**config.mk**
```make
export PLATFORM = sky130hd
export DESIGN_NAME = bpam_ctrl
export DESIGN_NICKNAME = d
export VERILOG_FILES = /design/src/design/bpam_pkg.sv /design/src/design/bpam_ctrl.sv
export SDC_FILE = /design/constraint.sdc
export NUM_CORES = 1
export LEC_CHECK = 0
export BUFFER_PORTS_ARGS = -buffer_cell sky130_fd_sc_hd__clkbuf_2
export CORE_MARGIN = 4
export CORE_UTILIZATION = 43
export DETAILED_ROUTE_END_ITERATION = 7
export PLACE_DENSITY = 0.79
export SYNTH_ARGS = -nofsm -noshare
export SYNTH_HDL_FRONTEND = slang
export SYNTH_SLANG_ARGS = --single-unit
```
**constraint.sdc**
```tcl
create_clock -name clk -period 1.8 [get_ports clk]
set_input_delay 0 -clock clk [delete_from_list [all_inputs] [get_ports clk]]
set_output_delay 0 -clock clk [all_outputs]
set_load 0.02 [all_outputs]
```
**src/design/bpam_pkg.sv**
```systemverilog
// Shared constants, codes and controller/datapath interface types for the page allocator.
package bpam_pkg;

  localparam int MAX_PAGES  = 4096;
  localparam int MAX_RUN    = 32;
  localparam int PAGE_SHIFT = 12;
  localparam int WORD_BITS  = 32;
  localparam int BIT_W      = $clog2(WORD_BITS);
  localparam int MAP_WORDS  = MAX_PAGES / WORD_BITS;
  localparam int MAP_AW     = $clog2(MAP_WORDS);
  localparam int IDX_W      = $clog2(MAX_PAGES);
  localparam int NUM_W      = IDX_W + 1;
  localparam int DIR_SLOTS  = 1024;
  localparam int DIR_WORDS  = DIR_SLOTS / WORD_BITS;
  localparam int DIR_AW     = $clog2(DIR_WORDS);
  localparam int SLOT_W     = $clog2(DIR_SLOTS);
  localparam int COUNT_W    = 6;
  localparam int CFG_IDX_W  = 2;

  localparam logic [CFG_IDX_W-1:0] CFG_VIRT_BASE  = 2'd0;
  localparam logic [CFG_IDX_W-1:0] CFG_PHYS_BASE  = 2'd1;
  localparam logic [CFG_IDX_W-1:0] CFG_POOL_PAGES = 2'd2;

  localparam logic [31:0]      VIRT_BASE_RST  = 32'hC010_0000;
  localparam logic [31:0]      PHYS_BASE_RST  = 32'h0020_0000;
  localparam logic [NUM_W-1:0] POOL_PAGES_RST = NUM_W'(3840);

  localparam logic [31:0] ENTRY_FLAGS = 32'h0000_0007;
  localparam logic [9:0]  PTE_WINDOW  = 10'h3FF;
  localparam logic [19:0] PDE_WINDOW  = 20'hFFFFF;

  typedef enum logic [1:0] {
    ST_MAPPED  = 2'd0,
    ST_NO_VIRT = 2'd1,
    ST_NO_PHYS = 2'd2
  } status_t;

  typedef struct packed {
    logic clr;
    logic load;
    logic v_rd;
    logic v_step;
    logic m_rd;
    logic m_wr;
    logic pg_init;
    logic p_rd;
    logic p_take;
    logic p_next;
    logic d_rd;
    logic d_wr;
    logic tbl_set;
    logic emit_ok;
    logic emit_vfail;
    logic emit_pfail;
    logic pg_next;
  } cmd_t;

  typedef struct packed {
    logic clr_done;
    logic bad_cnt;
    logic v_end;
    logic v_found;
    logic v_wordend;
    logic m_last;
    logic p_out;
    logic p_hit;
    logic d_present;
    logic tbl;
    logic pg_last;
  } stat_t;

endpackage

```
**src/design/bpam_ctrl.sv**
```systemverilog
// Controller state machine sequencing scans, marking and result transfers.
module bpam_ctrl import bpam_pkg::*; (
  input  logic  clk,
  input  logic  rst_n,
  input  logic  start,
  output logic  busy,
  input  stat_t st,
  output cmd_t  cmd
);

  typedef enum logic [11:0] {
    S_CLR  = 12'b0000_0000_0001,
    S_IDLE = 12'b0000_0000_0010,
    S_VRD  = 12'b0000_0000_0100,
    S_VBIT = 12'b0000_0000_1000,
    S_MRD  = 12'b0000_0001_0000,
    S_MWR  = 12'b0000_0010_0000,
    S_PGI  = 12'b0000_0100_0000,
    S_PRD  = 12'b0000_1000_0000,
    S_PCHK = 12'b0001_0000_0000,
    S_DRD  = 12'b0010_0000_0000,
    S_DCHK = 12'b0100_0000_0000,
    S_EMIT = 12'b1000_0000_0000
  } state_t;

  state_t state_r, state_nxt;

  always_ff @(posedge clk) begin
    if (!rst_n) begin
      state_r <= S_CLR;
    end else begin
      state_r <= state_nxt;
    end
  end

  always_comb begin
    state_nxt = state_r;
    cmd       = '0;
    unique case (state_r)
      S_CLR: begin
        cmd.clr = 1'b1;
        if (st.clr_done) state_nxt = S_IDLE;
      end
      S_IDLE: begin
        if (start) begin
          cmd.load  = 1'b1;
          state_nxt = S_VRD;
        end
      end
      S_VRD: begin
        if (st.bad_cnt || st.v_end) begin
          cmd.emit_vfail = 1'b1;
          state_nxt      = S_IDLE;
        end else begin
          cmd.v_rd  = 1'b1;
          state_nxt = S_VBIT;
        end
      end
      S_VBIT: begin
        if (st.v_end) begin
          cmd.emit_vfail = 1'b1;
          state_nxt      = S_IDLE;
        end else begin
          cmd.v_step = 1'b1;
          if (st.v_found) state_nxt = S_MRD;
          else if (st.v_wordend) state_nxt = S_VRD;
        end
      end
      S_MRD: begin
        cmd.m_rd  = 1'b1;
        state_nxt = S_MWR;
      end
      S_MWR: begin
        cmd.m_wr  = 1'b1;
        state_nxt = st.m_last ? S_PGI : S_MRD;
      end
      S_PGI: begin
        cmd.pg_init = 1'b1;
        state_nxt   = S_PRD;
      end
      S_PRD: begin
        if (st.p_out) begin
          cmd.emit_pfail = 1'b1;
          state_nxt      = S_IDLE;
        end else begin
          cmd.p_rd  = 1'b1;
          state_nxt = S_PCHK;
        end
      end
      S_PCHK: begin
        if (st.p_hit) begin
          cmd.p_take = 1'b1;
          if (st.tbl) begin
            cmd.d_wr  = 1'b1;
            state_nxt = S_EMIT;
          end else begin
            state_nxt = S_DRD;
          end
        end else begin
          cmd.p_next = 1'b1;
          state_nxt  = S_PRD;
        end
      end
      S_DRD: begin
        cmd.d_rd  = 1'b1;
        state_nxt = S_DCHK;
      end
      S_DCHK: begin
        if (st.d_present) begin
          state_nxt = S_EMIT;
        end else begin
          cmd.tbl_set = 1'b1;
          state_nxt   = S_PRD;
        end
      end
      S_EMIT: begin
        cmd.emit_ok = 1'b1;
        cmd.pg_next = 1'b1;
        state_nxt   = st.pg_last ? S_IDLE : S_PGI;
      end
      default: state_nxt = S_CLR;
    endcase
  end

  assign busy = (state_r != S_IDLE);

`ifndef NO_ASSERTIONS
  a_take_needs_hit: assert property (@(posedge clk) disable iff (!rst_n)
    cmd.p_take |-> st.p_hit) else $error("physical take without a free bit");
  a_dir_write_only_table: assert property (@(posedge clk) disable iff (!rst_n)
    cmd.d_wr |-> st.tbl) else $error("directory write without a table page");
  a_reset_clears: assert property (@(posedge clk)
    !rst_n |=> state_r == S_CLR) else $error("reset did not start the clearing pass");
`endif

endmodule

```
==> summary.md, run 1 <==
| Metric | Value |
|---|---|
| Worst-Skew Late Latency | 0.28 ns |
| Register-to-register setup slack | -0.15 ns |
| WHS Path Cells | 2 |
| Detailed Route WL | 3.43 mm |
| Routed length per placed instance | 16.8 um |
| DRT iter0 DRCs | 35 |
| Largest net degree at the start of global routing | 13 |
| Clock Skews | 0.0115 ns |
| Reg2reg start | state_r[4] |
| Count of buffers from port buffering | 31 |
| Top Registers | state_r: 12 flops |
| Yosys cell types | 38 |
| Wire length of the first global-routing pass | 5.06 mm |
| Total die area | 2790 sq um |
| Most used DFF post-synth | dfxtp_1 |
| CTS Sinks | 12 |
| Most common cell after layout, fill and taps aside | buf_4 |
| Total power after layout | 1240 uW |
| FF-to-FF End | state_r[0] |
| Maximum VDD drop | 508 uV |
| CTS max path bufs | 2 |
| Fin crit share | 1.08 |
| GR Overflow Total | 0 |
| Critical Path RT | 2.00 ns |
| Min cycle time layout | 1.95 ns |
| Final net count | 194 |
| Final Slew Violations | 0 |
| Asr flop ratio synth | 0 |
| CTS tree | done |
| Sequential share of the synthesized area | 0.278 |
| Fmax | 512 MHz |
| Crit end category | flop |
| Syn nets | 129 |
| Max reg flops | 12 |
| GP Congestion | 0.965 |
| Final hold vios | 0 |
| Post-synth EDFFs | 0 |
| Post-Syn Area | 865 sq um |
| Signal arrival time at the worst endpoint | 2.15 ns |
| N_diodes | 0 |
| H-tree depth | 1 |
| GRT Total Usage | 0.247 |
| Initial Utilization | 0.475 |
| Status | finished with violations |
| Syn. warnings | 0 |
| Max cap viols | 0 |
| Power Density | 802 nW/um^2 |
| Final setup fails | 10 |
| Die X-Extent | 52.8 um |
| DRT antenna net count | 0 |
| Mean Syn Cell Area | 7.52 sq um |
| Slew @ Worst Pin | 0.340 ns |
| Rows | 15 |
| Die H | 52.8 um |
| Post-route cell area | 1550 sq um |
| Via count | 1163 |
| Pre-CTS WS | -0.0875 ns |
| Vias in the first global route | 1134 |
| Most frequent cells in the layout | 32 x buf_4, 20 x clkbuf_2, 10 x nand2_1, 7 x nor2_1 |
| Placed Area | 1200 sq um |
| Crit-path max FO | 3 |
| I/O pins | 32 |
| Synthesis-stage register bit count | 12 |
| Hold Path Class | in2reg |
| Core area | 1820 sq um |
| Largest Register | state_r |
| Critical path startpoint category | flop |
| Drt drc | 0 |
| Antenna violations before repair | 0 |
| Crit Path Class | reg2reg |
| Area delta synth->final | 78.7% |
| Fill count | 102 |
| RSZ-0062 raised after global routing | yes |
| Failing checks | negative setup slack |
| CTS Root Cell | clkbuf_4 |
| Leak pwr | 0.000744 uW |
| Gate Count Post-Synth | 115 |
| Final WS setup | -0.152 ns |
| Avg Vias per Cell | 5.70 |
| Layout cells sized above 1 | 0.570 |
| Hold worst-path end | state_r[9] |
| FF-to-FF path depth | 7 |
| Clk slew on worst S/H paths | 0.09 ns |
| Slew margin rel. | 0.771 |
| CTS Buf Count | 3 |
| HPWL after detailed placement | 2.09 mm |
| Drt pass-1 iters | 4 |
| HP Start | st[1] |
[layout make-up]
class	count	area, sq um	share of cell area
Clock buffer	4	36.3	0.0235
Inverter	6	25.0	0.0162
Multi-Input combinational cell	92	712	0.461
Sequential cell	12	248	0.160
Tap cell	25	31.3	0.0202
Timing Repair Buffer	65	493	0.319
[worst max-delay path by stage]
stage                           from    endpoint  slack [ns]  cells after the start
after floorplan           state_r[7]  state_r[4]       -0.02                      6
after global placement    state_r[5]  state_r[0]      -0.006                      7
after detailed placement  state_r[5]  state_r[1]       -0.09                      6
after CTS                 state_r[6]     cmd[13]       -0.07                      5
after global routing      state_r[4]  state_r[0]       -0.20                      7
final                     state_r[4]  state_r[0]       -0.15                      7
[stage by stage]
stage          instances  setup TNS, ns   util  hold WS [ns]
2_1_floorplan        115        -0.0253      -        0.0867
3_3_place_gp         187       -0.00891  0.661         0.272
3_5_place_dp         187         -0.147  0.661         0.277
4_1_cts              200         -0.285  0.788       0.00779
5_1_grt              204          -1.51  0.849        0.0205
6_report             204         -0.957  0.849        0.0103
[cell families after synthesis]
kind of cell,after synthesis,synth area share
XOR/XNOR,3,0.0304
flip-flops,12,0.278
AND/OR/NAND/NOR,69,0.473
multiplexers,1,0.0116
AO/OA/AOI/OAI,19,0.151
buffers and inverters,11,0.0564
[routing by layer]
layer  vias to the layer above  GRT usage  routed length (um)
li1                        540          -                   -
met1                       523      0.255                1260
met2                        75      0.448                1720
met3                        25     0.0456                 271
met4                         0      0.157                 182
met5                         -          0                   0
[synth_stat cells, types with 2 or more instances]
library cell / instances / share of area
and4b_1: 2 / 0.023
or3_1: 3 / 0.022
o31a_1: 2 / 0.020
and2_1: 4 / 0.029
xor2_1: 3 / 0.030
o21a_1: 3 / 0.026
nand2_1: 11 / 0.048
nor3_1: 6 / 0.035
nand2b_1: 3 / 0.022
buf_4: 2 / 0.017
clkbuf_1: 3 / 0.013
and3b_1: 2 / 0.020
o21ai_0: 5 / 0.029
nor2b_1: 6 / 0.043
dfxtp_1: 12 / 0.28
nor4_1: 4 / 0.029
o211ai_1: 2 / 0.017
inv_1: 6 / 0.026
nor2_1: 12 / 0.052
a21oi_1: 2 / 0.012
and3_1: 4 / 0.029
and4_1: 2 / 0.020
[worst max-delay path: stages (launching register included)]
cell     delay [ns]
dfxtp_2        0.35
nor4_4         0.34
nand2_1        0.13
or4b_4         0.54
o22ai_4        0.20
buf_4          0.14
a31oi_1        0.03
o21ai_1        0.14
[power by group]
part / leakage [uW] / total (uW) / internal (uW) / switching [uW]
logic: 0.000623 / 707 / 382 / 325
clock network: 0.0000210 / 222 / 123 / 99.1
registers: 0.0000993 / 310 / 291 / 19.5
total: 0.000744 / 1240 / 796 / 444
[what timing repair did]
item / in CTS / in global routing
hold buffers: 1 / 0
setup buffers: 9 / 5
pin swaps: 14 / 9
gates resized for setup: 32 / 29
endpoints found under the setup margin: 11 / 18
endpoints found under the hold margin: 1 / 0
No activity file was read; power rests on OpenSTA's default activity.
==> run 2, diff against run 1 <==
CORE_UTILIZATION = 51   (was 43)
PLACE_DENSITY = 0.87   (was 0.79)
clock period = 2.37 ns   (was 1.8 ns; I/O delays follow)
==> run 2 against run 1 <==
Net effect: the flow now finishes without violations; total power decreased by 48%; register-to-register slack improved by 0.47 ns; cell area fell by 32%; critical path type is now reg2out; critical endpoint is now cmd[1].
==> summary.md, run 2 (synthesized netlist as in run 1, its figures left out) <==
| Metric | Value |
|---|---|
| Status | finished, final reports clean |
| I/O pins | 32 (unchanged) |
| Leak pwr | 0.000526 uW (-29%) |
| Met3 Usage GRT | 0.0520 (+0.00640) |
| Final hold vios | 0 (unchanged) |
| Largest net degree at the start of global routing | 13 (unchanged) |
| N_diodes | 0 (unchanged) |
| Count of buffers from port buffering | 31 (unchanged) |
| CTS Root Cell | clkbuf_4 |
| Setup TNS | 0 ns (+0.957 ns) |
| Avg Vias per Cell | 5.89 (+3.3%) |
| CTS Buf Count | 3 (unchanged) |
| Slew @ Worst Pin | 0.530 ns (+0.191 ns) |
| Area delta synth->final | 21.4% |
| Drt drc | 0 (unchanged) |
| Sw power | 224 uW (-49%) |
| Die X-Extent | 49.2 um (-6.9%) |
| Power Density | 608 nW/um^2 (-24%) |
| Max reg flops | 12 (unchanged) |
| Wire length of the first global-routing pass | 3.64 mm (-28%) |
| Core area | 1560 sq um (-14%) |
| Antenna violations before repair | 0 (unchanged) |
| GP Congestion | 0.981 (+1.6%) |
| Largest Register | state_r |
| Register-to-register setup slack | 0.32 ns (+0.47 ns) |
| Worst-Skew Late Latency | 0.27 ns (about the same) |
| CTS tree | done |
| GR Overflow Total | 0 (unchanged) |
| Vias in the first global route | 888 (-22%) |
| CTS Sinks | 12 (unchanged) |
| Slew margin rel. | 0.643 (-0.128) |
| Global Route met2 Usage | 0.317 (-0.131) |
| Clock Skews | 0.00657 ns (-0.00488 ns) |
| Critical Path RT | 2.37 ns (+0.37 ns) |
| Final setup fails | 0 (-10) |
| Fin crit share | 0.870 |
| HPWL after detailed placement | 1.76 mm (-16%) |
| Min cycle time layout | 2.06 ns |
| Clk slew on worst S/H paths | 0.08 ns (about the same) |
| Top Registers | state_r: 12 flops |
| H-tree depth | 1 (unchanged) |
| Cell-internal power | 414 uW (-48%) |
| Routed length per placed instance | 13.6 um (-19%) |
| Detailed Route WL | 2.19 mm (-36%) |
| Post-CTS Resized | 0 (-100%) |
| Sequential share of power | 0.388 (+0.138) |
| Clock power share | 0.259 (+0.080) |
| Hold_buf cts | 0 (-1) |
| Crit-path max FO | 5 (+2) |
| GRT Total Usage | 0.185 (-0.0619) |
| Fill count | 140 (+37%) |
| Crit end category | primary output |
| Signal arrival time at the worst endpoint | 2.06 ns (-0.09 ns) |
| GR Layer Usage met1 | 0.217 (-0.0382) |
| Via count | 948 (-18%) |
| Rows | 14 (-1) |
| Layout cells sized above 1 | 0.276 (-0.294) |
| Crit Path Class | reg2out |
| Maximum VDD drop | 472 uV (-7.0%) |
| Busiest layer in global routing | met2 |
| Hold Path Class | in2reg |
| Initial Utilization | 0.555 (+0.0797) |
| Drt pass-1 iters | 4 (unchanged) |
| Total die area | 2420 sq um (-13%) |
| Max cap viols | 0 (unchanged) |
| Logic pwr share | 0.353 (-0.217) |
| DRT antenna net count | 0 (unchanged) |
| Setup Fix Bufs, Post-CTS | 0 (-9) |
| Die H | 49.2 um (-6.9%) |
| Final net count | 160 (-18%) |
| Total power after layout | 639 uW (-48%) |
| Fmax | 485 MHz |
| RSZ-0062 raised after global routing | no |
| Most frequent cells in the layout | 31 x clkbuf_2, 12 x nor2_1, 12 x dfxtp_1, 11 x nand2_1 |
| Final Slew Violations | 0 (unchanged) |
| Critical path startpoint category | flop |
| CTS max path bufs | 2 (unchanged) |
| Most common cell after layout, fill and taps aside | clkbuf_2 |
| Switch share | 0.351 (-0.00698) |
| DRT iter0 DRCs | 22 (-37%) |
-- run 2: area by class of cell --
type                            count  area [sq um]  area share
Clock buffer                        4          36.3      0.0346
Inverter                            6          22.5      0.0215
Multi-Input combinational cell     92           576       0.548
Timing Repair Buffer               31           155       0.148
Tap cell                           16          20.0      0.0191
Sequential cell                    12           240       0.229
-- run 2: power by group through the flow --
stage / clock, uW / sequential (uW) / combinational (uW)
floorplan: 0 / 242 / 171
global placement: 0 / 251 / 218
detailed placement: 0 / 251 / 224
CTS: 166 / 247 / 224
global route: 180 / 251 / 243
finish: 165 / 248 / 226
-- run 2: layer usage --
layer	part of all wire	vias to the layer above	wire (um)
li1	-	472	-
met1	0.43	426	937
met2	0.48	46	1040
met3	0.080	4	174
met4	0.015	0	32
met5	0	-	0
-- run 2: stage by stage --
stage / hold slack [ns] / area (sq um) / utilization / cells / setup WS, ns
2_1_floorplan: 0.0867 / 865 / - / 115 / 0.342
3_3_place_gp: 0.279 / 1010 / 0.650 / 157 / 0.464
3_5_place_dp: 0.284 / 1010 / 0.650 / 157 / 0.364
4_1_cts: 0.00835 / 1050 / 0.673 / 161 / 0.317
5_1_grt: 0.0157 / 1050 / 0.673 / 161 / 0.141
6_report: 0.00663 / 1050 / 0.673 / 161 / 0.308
-- run 2: path summary, 6_finish.rpt --
check,startpoint,to,cells after the start
worst max-delay path,state_r[10],cmd[1],6
worst max register to register,state_r[4],state_r[1],6
worst min register to register,state_r[1],state_r[2],2
worst min-delay path,st[1],state_r[9],2
-- run 2: critical path: stages, from the launching register on --
cell and delay (ns):
dfxtp_1 0.35, nor2_1 0.24, and3_1 0.24, nand2_1 0.13
or4_1 0.59, inv_1 0.08, clkbuf_2 0.16
==> run 3, diff against run 2 <==
CORE_UTILIZATION = 30   (was 51)
PLACE_DENSITY = 0.6   (was 0.87)
clock period = 1.8 ns   (was 2.37 ns; I/O delays follow)
==> run 3 against run 2 <==
Net effect: highest routed layer is now met3; cell area up 44%; combinational power rose to 2.6 times the previous value; setup slack worse by 0.43 ns; the run now ends with negative setup slack left; global-route usage down 2.8 points; clock-buffer cell count unchanged; register-to-register slack worse by 0.42 ns.
==> summary.md, run 3 (synthesized netlist as in run 1, its figures left out) <==
| Metric | Value |
|---|---|
| Vias in the first global route | 1054 (+19%) |
| Clock power share | 0.198 (-0.061) |
| Final Util | 0.548 (-0.125) |
| Sequential share of power | 0.275 (-0.113) |
| Crit-path max FO | 4 (-1) |
| N_diodes | 0 (unchanged) |
| Final setup fails | 9 (+9) |
| Die H | 61.7 um (+25%) |
| RSZ-0062 raised after global routing | yes |
| Switch share | 0.346 (-0.00539) |
| Fin crit share | 1.07 |
| Layout cells sized above 1 | 0.557 (+0.281) |
| Area delta synth->final | 74.8% |
| Drt drc | 0 (unchanged) |
| Signal arrival time at the worst endpoint | 1.92 ns (-0.14 ns) |
| Via count | 1068 (+13%) |
| CTS max path bufs | 2 (unchanged) |
| Hold_buf cts | 0 (unchanged) |
| Critical path startpoint category | flop |
| Pre-CTS WS | -0.106 ns (-0.470 ns) |
| Failing checks | negative setup slack |
| Most common cell after layout, fill and taps aside | buf_4 |
| GP Congestion | 0.830 (-15%) |
| CTS Sinks | 12 (unchanged) |
| GR Overflow Total | 0 (unchanged) |
| Top Registers | state_r: 12 flops |
| Power Density | 738 nW/um^2 (+21%) |
| Slew margin rel. | 0.784 (+0.141) |
| Status | finished with violations |
| Final hold vios | 0 (unchanged) |
| Most frequent cells in the layout | 29 x buf_4, 20 x clkbuf_2, 10 x nand2_1, 8 x dfxtp_1, 6 x nor2_1 |
| Clock Skews | 0.00264 ns (-0.00394 ns) |
| Critical Path RT | 1.80 ns (-0.57 ns) |
| Min cycle time layout | 1.92 ns |
| Drt pass-1 iters | 4 (unchanged) |
| Sw power | 386 uW (+72%) |
| Fmax | 522 MHz |
| Final net count | 191 (+19%) |
| Final Slew Violations | 0 (unchanged) |
| Wire length of the first global-routing pass | 4.46 mm (+23%) |
| Count of buffers from port buffering | 31 (unchanged) |
| Max reg flops | 12 (unchanged) |
| Crit end category | primary output |
| Total die area | 3810 sq um (+57%) |
| Hold slack final | 0.0104 ns (+0.00373 ns) |
| Max cap viols | 0 (unchanged) |
| Cell-internal power | 730 uW (+76%) |
| Detailed Route WL | 2.85 mm (+31%) |
| Crit Path Class | reg2out |
| Rows | 19 (+5) |
| Worst-Skew Late Latency | 0.28 ns (about the same) |
| Hold Path Class | in2reg |
| Avg Vias per Cell | 5.16 (-12%) |
| CTS Buf Count | 3 (unchanged) |
| Slew @ Worst Pin | 0.321 ns (-0.209 ns) |
| Largest Register | state_r |
| DRT iter0 DRCs | 27 (+23%) |
| Clk slew on worst S/H paths | 0.08 ns (about the same) |
| Core area | 2760 sq um (+77%) |
| Final WS setup | -0.117 ns (-0.425 ns) |
| I/O pins | 32 (unchanged) |
| HPWL after detailed placement | 2.11 mm (+20%) |
| DRT antenna net count | 0 (unchanged) |
| Initial Utilization | 0.314 (-0.241) |
| GRT Total Usage | 0.157 (-0.0281) |
| Routed length per placed instance | 13.8 um (+1.6%) |
| H-tree depth | 1 (unchanged) |
| CTS Root Cell | clkbuf_4 |
| Antenna violations before repair | 0 (unchanged) |
| Logic pwr share | 0.527 (+0.174) |
| Die X-Extent | 61.7 um (+25%) |
| Maximum VDD drop | 642 uV (+36%) |
| Setup TNS | -0.584 ns (-0.584 ns) |
| Largest net degree at the start of global routing | 13 (unchanged) |
| CTS tree | done |
| Leak pwr | 0.000723 uW (+37%) |
==> run 3: cell count changes in the layout (fill, tap and decap cells not counted), sizes merged <==
cell and delta:
buf +39, clkbuf -8
==> run 3: path summary, 6_finish.rpt <==
check,startpoint,endpoint,slack [ns],cells past startpoint
worst max-delay path,state_r[6],cmd[13],-0.12,5
worst max register to register,state_r[6],state_r[1],-0.10,6
worst min-delay path,st[1],state_r[9],0.01,2
worst min register to register,state_r[0],state_r[2],0.69,3
==> run 3: per-layer routing <==
| layer | global-route usage | share of wire | vias up |
|---|---|---|---|
| li1 | - | - | 534 |
| met2 | 0.287 | 0.53 | 27 |
| met4 | 0.0455 | 0 | 0 |
| met3 | 0.0252 | 0.052 | 0 |
| met5 | 0 | 0 | - |
| met1 | 0.187 | 0.42 | 507 |
==> run 3: worst max-delay path, cell delays in order (launching register included) <==
cell     delay, ns
dfxtp_2       0.35
or2_1         0.26
or3_4         0.39
or3_4         0.38
nor2_4        0.15
buf_8         0.12
==> run 3: area by class of cell <==
class / count / area, sq um
repair buffers: 62 / 468
multi-input cells: 92 / 701
clock buffers: 4 / 36.3
well taps: 31 / 38.8
flip-flops and latches: 12 / 245
inverters: 6 / 22.5
fillers: 261 / 1250
==> run 3: power by group through the flow <==
stage               sequential [uW]  combinational [uW]  clock, uW
floorplan                       319                 229          0
finish                          306                 588        221
CTS                             302                 554        234
global placement                306                 437          0
detailed placement              306                 447          0
global route                    306                 635        243
==> run 3: repair_timing <==
item                                    in CTS  in global routing
endpoints found under the setup margin      12                 18
setup buffers                                6                  4
resized for setup                           40                 18
pin swaps                                   15                  7
==> run 3: metrics by stage <==
step	std cells	total power (uW)	area, sq um
2_1_floorplan	115	549	890
5_1_grt	207	1180	1510
4_1_cts	203	1090	1450
3_3_place_gp	194	743	1220
3_5_place_dp	194	753	1220
6_report	207	1120	1510
